--- src/hdl/modexp_pkg.sv ---
`timescale 1ns / 1ps
// ----------------------------------------------------------------------------
// modexp_pkg
// Shared types and constants for the modular exponentiation core.
// ----------------------------------------------------------------------------
package modexp_pkg;

    // Configuration register indexes
    localparam logic REG_MODULUS  = 1'b0;
    localparam logic REG_EXPONENT = 1'b1;

    // Sequencer states, one-hot
    typedef enum logic [3:0] {
        S_IDLE   = 4'b0001,
        S_LAUNCH = 4'b0010,
        S_WAIT   = 4'b0100,
        S_DONE   = 4'b1000
    } state_t;

    // Product kind currently running through the cell row
    typedef enum logic [2:0] {
        OP_REDUCE = 3'b001,
        OP_SQUARE = 3'b010,
        OP_MULT   = 3'b100
    } op_t;

endpackage

--- src/hdl/modexp_cell.sv ---
`timescale 1ns / 1ps
// ----------------------------------------------------------------------------
// modexp_cell
// One step of the interleaved modular product: r = 2r (+ a) mod m.
// ----------------------------------------------------------------------------
module modexp_cell #(
    parameter int W       = 16,
    parameter int BIT_POS = 0
) (
    input  logic         clk,
    input  logic         rst_n,
    input  logic         valid_in,
    input  logic [W-1:0] r_in,
    input  logic [W-1:0] a,
    input  logic [W-1:0] b,
    input  logic [W-1:0] m,
    output logic         valid_out,
    output logic [W-1:0] r_out
);
    logic [W:0]   dbl;
    logic [W:0]   sum;
    logic [W-1:0] r_dbl;
    logic [W-1:0] r_add;
    logic [W-1:0] r_next;
    logic         valid_reg;
    logic [W-1:0] r_reg;

    // Double and reduce, then add the multiplicand when this bit is set
    always_comb
    begin
        dbl    = {r_in, 1'b0};
        r_dbl  = (dbl >= {1'b0, m}) ? W'(dbl - {1'b0, m}) : dbl[W-1:0];
        sum    = {1'b0, r_dbl} + {1'b0, a};
        r_add  = (sum >= {1'b0, m}) ? W'(sum - {1'b0, m}) : sum[W-1:0];
        r_next = b[BIT_POS] ? r_add : r_dbl;
    end

    // Hand the partial product to the next cell
    always_ff @(posedge clk or negedge rst_n)
    begin
        if (!rst_n)
        begin
            valid_reg <= 1'b0;
        end
        else
        begin
            valid_reg <= valid_in;
        end
    end

    always_ff @(posedge clk)
    begin
        r_reg <= r_next;
    end

    assign valid_out = valid_reg;
    assign r_out     = r_reg;

endmodule

--- src/hdl/modular_exponentiation_core.sv ---
`timescale 1ns / 1ps
// Work per beat: one modular reduction plus up to 2*MOD_WIDTH modular products,
// each passing through the row of MOD_WIDTH cells. One beat is in work at a
// time; a new beat is taken only once the last result is in the output register.
// Reset: asynchronous active low; modulus resets to 2, exponent to 1.
// ----------------------------------------------------------------------------
// modular_exponentiation_core
// Square-and-multiply modular exponentiation over a systolic cell row.
// ----------------------------------------------------------------------------
module modular_exponentiation_core #(
    parameter int MOD_WIDTH = 16
) (
    input  logic                                  clk,
    input  logic                                  rst_n,
    input  logic                                  s_axis_tvalid,
    output logic                                  s_axis_tready,
    // tdata: message [MOD_WIDTH-1:0], zero padded to bytes
    input  logic [((MOD_WIDTH+7)/8)*8-1:0]         s_axis_tdata,
    output logic                                  m_axis_tvalid,
    input  logic                                  m_axis_tready,
    // tdata: result [MOD_WIDTH-1:0], zero padded to bytes
    output logic [((MOD_WIDTH+7)/8)*8-1:0]         m_axis_tdata,
    input  logic                                  cfg_we,
    input  logic                                  cfg_addr,
    input  logic [MOD_WIDTH-1:0]                  cfg_data
);
    import modexp_pkg::*;

    localparam int W      = MOD_WIDTH;
    localparam int TD_W   = ((MOD_WIDTH + 7) / 8) * 8;
    localparam int IDX_W  = $clog2(MOD_WIDTH);

    logic [W-1:0]     modulus_reg;
    logic [W-1:0]     exponent_reg;
    state_t           state_reg;
    op_t              op_reg;
    logic [IDX_W-1:0] idx_reg;
    logic [W-1:0]     a_reg;
    logic [W-1:0]     b_reg;
    logic [W-1:0]     base_reg;
    logic [W-1:0]     acc_reg;
    logic             out_valid_reg;
    logic [W-1:0]     out_data_reg;

    logic [W:0]       valid_vec;
    logic [W-1:0]     r_vec [W+1];
    logic             chain_done;
    logic [W-1:0]     prod;
    logic [W-1:0]     one_mod;

    assign one_mod = (modulus_reg == W'(1)) ? '0 : W'(1);

    // Configuration writes
    always_ff @(posedge clk or negedge rst_n)
    begin
        if (!rst_n)
        begin
            modulus_reg  <= W'(2);
            exponent_reg <= W'(1);
        end
        else if (cfg_we)
        begin
            unique case (cfg_addr)
                REG_MODULUS:  modulus_reg  <= cfg_data;
                REG_EXPONENT: exponent_reg <= cfg_data;
                default:      ;
            endcase
        end
    end

    // Row of product cells; cell i handles multiplier bit W-1-i
    assign valid_vec[0] = (state_reg == S_LAUNCH);
    assign r_vec[0]     = '0;

    for (genvar i = 0; i < W; i++)
    begin : g_cell
        modexp_cell #(
            .W       (W),
            .BIT_POS (W - 1 - i)
        ) u_cell (
            .clk       (clk),
            .rst_n     (rst_n),
            .valid_in  (valid_vec[i]),
            .r_in      (r_vec[i]),
            .a         (a_reg),
            .b         (b_reg),
            .m         (modulus_reg),
            .valid_out (valid_vec[i+1]),
            .r_out     (r_vec[i+1])
        );
    end

    assign chain_done = valid_vec[W];
    assign prod       = r_vec[W];

    // Exponent sequencer
    always_ff @(posedge clk or negedge rst_n)
    begin
        if (!rst_n)
        begin
            state_reg     <= S_IDLE;
            op_reg        <= OP_REDUCE;
            idx_reg       <= '0;
            a_reg         <= '0;
            b_reg         <= '0;
            base_reg      <= '0;
            acc_reg       <= '0;
            out_valid_reg <= 1'b0;
            out_data_reg  <= '0;
        end
        else
        begin
            // Load a finished result, or drop the output beat once taken
            if ((state_reg == S_DONE) && (!out_valid_reg || m_axis_tready))
            begin
                out_valid_reg <= 1'b1;
            end
            else if (m_axis_tready)
            begin
                out_valid_reg <= 1'b0;
            end
            unique case (state_reg)
                S_IDLE:
                begin
                    if (s_axis_tvalid)
                    begin
                        if (modulus_reg == '0)
                        begin
                            acc_reg   <= '0;
                            state_reg <= S_DONE;
                        end
                        else
                        begin
                            acc_reg   <= one_mod;
                            op_reg    <= OP_REDUCE;
                            a_reg     <= one_mod;
                            b_reg     <= s_axis_tdata[W-1:0];
                            state_reg <= S_LAUNCH;
                        end
                    end
                end
                S_LAUNCH:
                begin
                    state_reg <= S_WAIT;
                end
                S_WAIT:
                begin
                    if (chain_done)
                    begin
                        unique case (op_reg)
                            OP_REDUCE:
                            begin
                                base_reg  <= prod;
                                op_reg    <= OP_SQUARE;
                                a_reg     <= acc_reg;
                                b_reg     <= acc_reg;
                                idx_reg   <= IDX_W'(W - 1);
                                state_reg <= S_LAUNCH;
                            end
                            OP_SQUARE:
                            begin
                                acc_reg <= prod;
                                if (exponent_reg[idx_reg])
                                begin
                                    op_reg    <= OP_MULT;
                                    a_reg     <= prod;
                                    b_reg     <= base_reg;
                                    state_reg <= S_LAUNCH;
                                end
                                else if (idx_reg == '0)
                                begin
                                    state_reg <= S_DONE;
                                end
                                else
                                begin
                                    idx_reg   <= idx_reg - 1'b1;
                                    a_reg     <= prod;
                                    b_reg     <= prod;
                                    state_reg <= S_LAUNCH;
                                end
                            end
                            OP_MULT:
                            begin
                                acc_reg <= prod;
                                if (idx_reg == '0)
                                begin
                                    state_reg <= S_DONE;
                                end
                                else
                                begin
                                    idx_reg   <= idx_reg - 1'b1;
                                    op_reg    <= OP_SQUARE;
                                    a_reg     <= prod;
                                    b_reg     <= prod;
                                    state_reg <= S_LAUNCH;
                                end
                            end
                            default: ;
                        endcase
                    end
                end
                S_DONE:
                begin
                    if (!out_valid_reg || m_axis_tready)
                    begin
                        out_data_reg  <= acc_reg;
                        state_reg     <= S_IDLE;
                    end
                end
                default:
                begin
                    state_reg <= S_IDLE;
                end
            endcase
        end
    end

    assign s_axis_tready = (state_reg == S_IDLE);
    assign m_axis_tvalid = out_valid_reg;
    assign m_axis_tdata  = TD_W'(out_data_reg);

`ifndef SYNTHESIS
    // Only one partial product travels the row at a time
    a_one_in_flight: assert property (@(posedge clk) disable iff (!rst_n)
        $onehot0(valid_vec))
        else $error("more than one product in the cell row");

    // Row is empty whenever a new beat can be taken
    a_idle_empty: assert property (@(posedge clk) disable iff (!rst_n)
        (state_reg == S_IDLE) |-> (valid_vec == '0))
        else $error("cell row busy while idle");

    // A product leaves the row only while the sequencer waits for it
    a_done_in_wait: assert property (@(posedge clk) disable iff (!rst_n)
        chain_done |-> (state_reg == S_WAIT))
        else $error("product finished outside wait state");

    // Launch is always followed by wait
    a_launch_wait: assert property (@(posedge clk) disable iff (!rst_n)
        (state_reg == S_LAUNCH) |=> (state_reg == S_WAIT))
        else $error("launch not followed by wait");
`endif

endmodule

--- config.mk ---
export PLATFORM = sky130hd
export DESIGN_NAME = modular_exponentiation_core
export DESIGN_NICKNAME = d
export VERILOG_FILES = /design/src/hdl/modexp_pkg.sv /design/src/hdl/modexp_cell.sv /design/src/hdl/modular_exponentiation_core.sv
export SDC_FILE = /design/constraint.sdc
export NUM_CORES = 2
export LEC_CHECK = 0
export ABC_AREA = 1
export BUFFER_PORTS_ARGS = -buffer_cell sky130_fd_sc_hd__buf_2
export CAP_MARGIN = 20
export CORE_MARGIN = 4
export CORE_UTILIZATION = 40
export DETAILED_ROUTE_END_ITERATION = 10
export HOLD_SLACK_MARGIN = 0.08
export PLACE_DENSITY = 0.59
export SETUP_SLACK_MARGIN = 0.1
export SYNTH_ARGS = -nofsm -noshare
export SYNTH_HDL_FRONTEND = slang
export SYNTH_HIERARCHICAL = 1
export SYNTH_SLANG_ARGS = --single-unit
--- constraint.sdc ---
create_clock -name clk -period 15.4 [get_ports clk]
set_input_delay 0.77 -clock clk [delete_from_list [all_inputs] [get_ports clk]]
set_output_delay 0.77 -clock clk [all_outputs]
set_load 0.1 [all_outputs]
==> flow_summary.toml <==
[critical_path]
cpPeakStageDelay_ns = 0.69
critical_path_class = "reg2reg"
required_ns = 16.01
timing.critical_path.mode_cell = "nand2_1"
cp_max_fo = 19
end_kind = "flop"
worst-r2r-setup-slack_ns = 8.80
startpoint_type = "flop"
cp_slowest_cell = "a21oi_2"
arrival_ns = 7.21

[timing]
slew_viol_final = 0
setup_ws_ns = 8.80
fmax_mhz = 152
period_needed_ns = 6.60
fin_tns_setup_ns = 0
skew_ns = 0.0329
worstMarginPinSlew_ns = 1.10
relSlewSlack_pct = 26.3
rsz0062_at_grt = "no"
fin_crit_sh_pct = 42.9
finalHoldViolCount = 0
finalSetupViolCount = 0

[placement]
io_buffers = 55
pre_cts_slack_ns = 9.04
placed_area_mm2 = 0.0749
gp_congestion = 0.992
hpwl_um = 217000

[synth]
synth_area_per_cell_um2 = 5.57
synthCells = 13000
async_reset_ff_share_pct = 35.4
ys_ff_latch = 396
ys_top_cells_by_count = "4713 x nand2_1, 2449 x inv_1, 1538 x nand3_1, 785 x ha_1, 710 x nor2_1"
synth_top_cell_by_area = "nand2_1"
synthesis.area_mm2 = 0.0725
synth_top_area_share_pct = 24.4
synth.distinct_cells = 52
synth_edf_count = 0
yosys_warnings = 6
yosysMostFrequentCell = "nand2_1"
synth_ff_type = "dfxtp_1"
synth_seq_area_share_pct = 11.9
synth_top_cells_by_area = "nand2_1 24%, ha_1 14%, inv_1 13%"

[clocking]
clockRootBuffer = "clkbuf_16"
postCtsSetupBuffers = 0
clk_latency_ns = 0.69
clockBufferDepth = 3
clkTransAtPathRegs_ns = 0.07
holdBufCountCts = 0
cts-buffers-inserted = 54
cts_tree = "yes"
clock_sinks = 396
h-tree-depth = 2
post_cts_resized = 0

[floorplan]
rows = 156
fp.dieW_um = 434
die_h_um = 434
die_area_mm2 = 0.188
io_pins = 56
initial_core_util_pct = 40.2
core_mm2 = 0.181

[status]
status = "completed"

[detailed_routing]
detail-route-antenna-nets = 0
num_vias = 79300
initialDrtViolationCount = 7680
dr.pass1.iters = 6
wl_per_cell_um = 18.0
route.detailed.drc = 0
viasPerCell = 5.14
routed_wl_um = 277000

[grt]
overflow = 0
track_usage_pct = 28.4
antenna_found_initial = 12
first_global_vias = 72400
grt_max_degree = 85
busiest_layer = "met2"
met3_usage_pct = 3.07
grt_pass1_wl_um = 419000
met1_usage_pct = 38.5
grtUsageMet2_pct = 46.0

[finish]
layout.nets = 13900
area_growth_syn_to_layout_pct = 6.04
fillers = 20300
design_area_mm2 = 0.0769
largest_register_ffs = 256
drive_gt1_share_pct = 3.98

[min_path]
min_path_type = "in2async"

[flow_run]
drv_cap = 0
placed cells by master, fill, tap and decap left out, types with 55 or more instances in the layout:
| cell type | n |
|---|---|
| inv_1 | 2449 |
| and2_1 | 288 |
| ha_1 | 785 |
| nand2_4 | 55 |
| nand2_1 | 4713 |
| xor2_1 | 97 |
| dfxtp_1 | 256 |
| a21oi_1 | 460 |
| dfrtp_1 | 105 |
| nor3_1 | 118 |
| nand2_2 | 74 |
| nor2_1 | 710 |
| o21ai_0 | 259 |
| nand3b_1 | 204 |
| nand4_1 | 161 |
| xnor2_1 | 216 |
| nand3_1 | 1538 |
per-stage QoR:
step                      hold slack [ns]  util (%)  std cells
after global routing                0.170      42.6      15400
after global placement              0.333      41.5      15300
after CTS                           0.121      42.6      15400
after detailed placement            0.337      41.5      15300
after floorplan                     0.331         -      13100
final                               0.128      42.6      15400
final timing paths:
path,depth (start not counted),to,start
min reg2reg,0,g_cell[7].u_cell/valid_out$_DFF_PN0_,g_cell[6].u_cell/valid_out$_DFF_PN0_
max,30,g_cell[6].u_cell/r_out[10]$_DFF_P_,modulus_reg[1]$_DFFE_PN1P_
max reg2reg,30,g_cell[6].u_cell/r_out[10]$_DFF_P_,modulus_reg[1]$_DFFE_PN1P_
max in group asynchronous,2,a_reg[1]$_DFFE_PN0P_,rst_n
min in group clk,0,g_cell[7].u_cell/valid_out$_DFF_PN0_,g_cell[6].u_cell/valid_out$_DFF_PN0_
min,1,g_cell[7].u_cell/valid_out$_DFF_PN0_,rst_n
worst max-delay path: cells and delay by family, from the launching register on:
| family | cells | cell delay (ns) |
|---|---|---|
| buf+inv | 4 | 1.01 |
| simple gates | 20 | 2.80 |
| compound gates | 2 | 0.86 |
| fa+ha+maj | 4 | 1.26 |
| flops | 1 | 0.52 |
kinds of logic after synthesis:
family / count (synthesis) / synth area share [%]
and+or+nand+nor: 7984 / 48.5
buffers and inverters: 2684 / 14.8
adders and majority gates: 833 / 14.9
AOI/OAI and AO/OA: 809 / 6.17
DFF: 396 / 11.9
xor gates and xnor gates: 313 / 3.78
other: 1 / 0.00517
cell type report:
cell class	instances	area, um^2	share of cell area, %
clock inverter	37	533	0.693
multi-input combinational	9973	53300	69.3
sequential	396	8680	11.3
tap	2370	2970	3.86
clock buffer	64	1450	1.88
inverter	2481	9310	12.1
timing repair buffer	103	642	0.835
antenna	4	10.0	0.0130
per-layer routing:
layer  routed length [um]  up-vias
met5                   39        -
met4                13300        6
met3                19300      555
met2               121000     2785
met1               124000    35400
li1                     -    40500
Power is left out: the tool's default activity adds up to more than one toggle a clock period on the data nets, which glitch-free logic cannot reach.
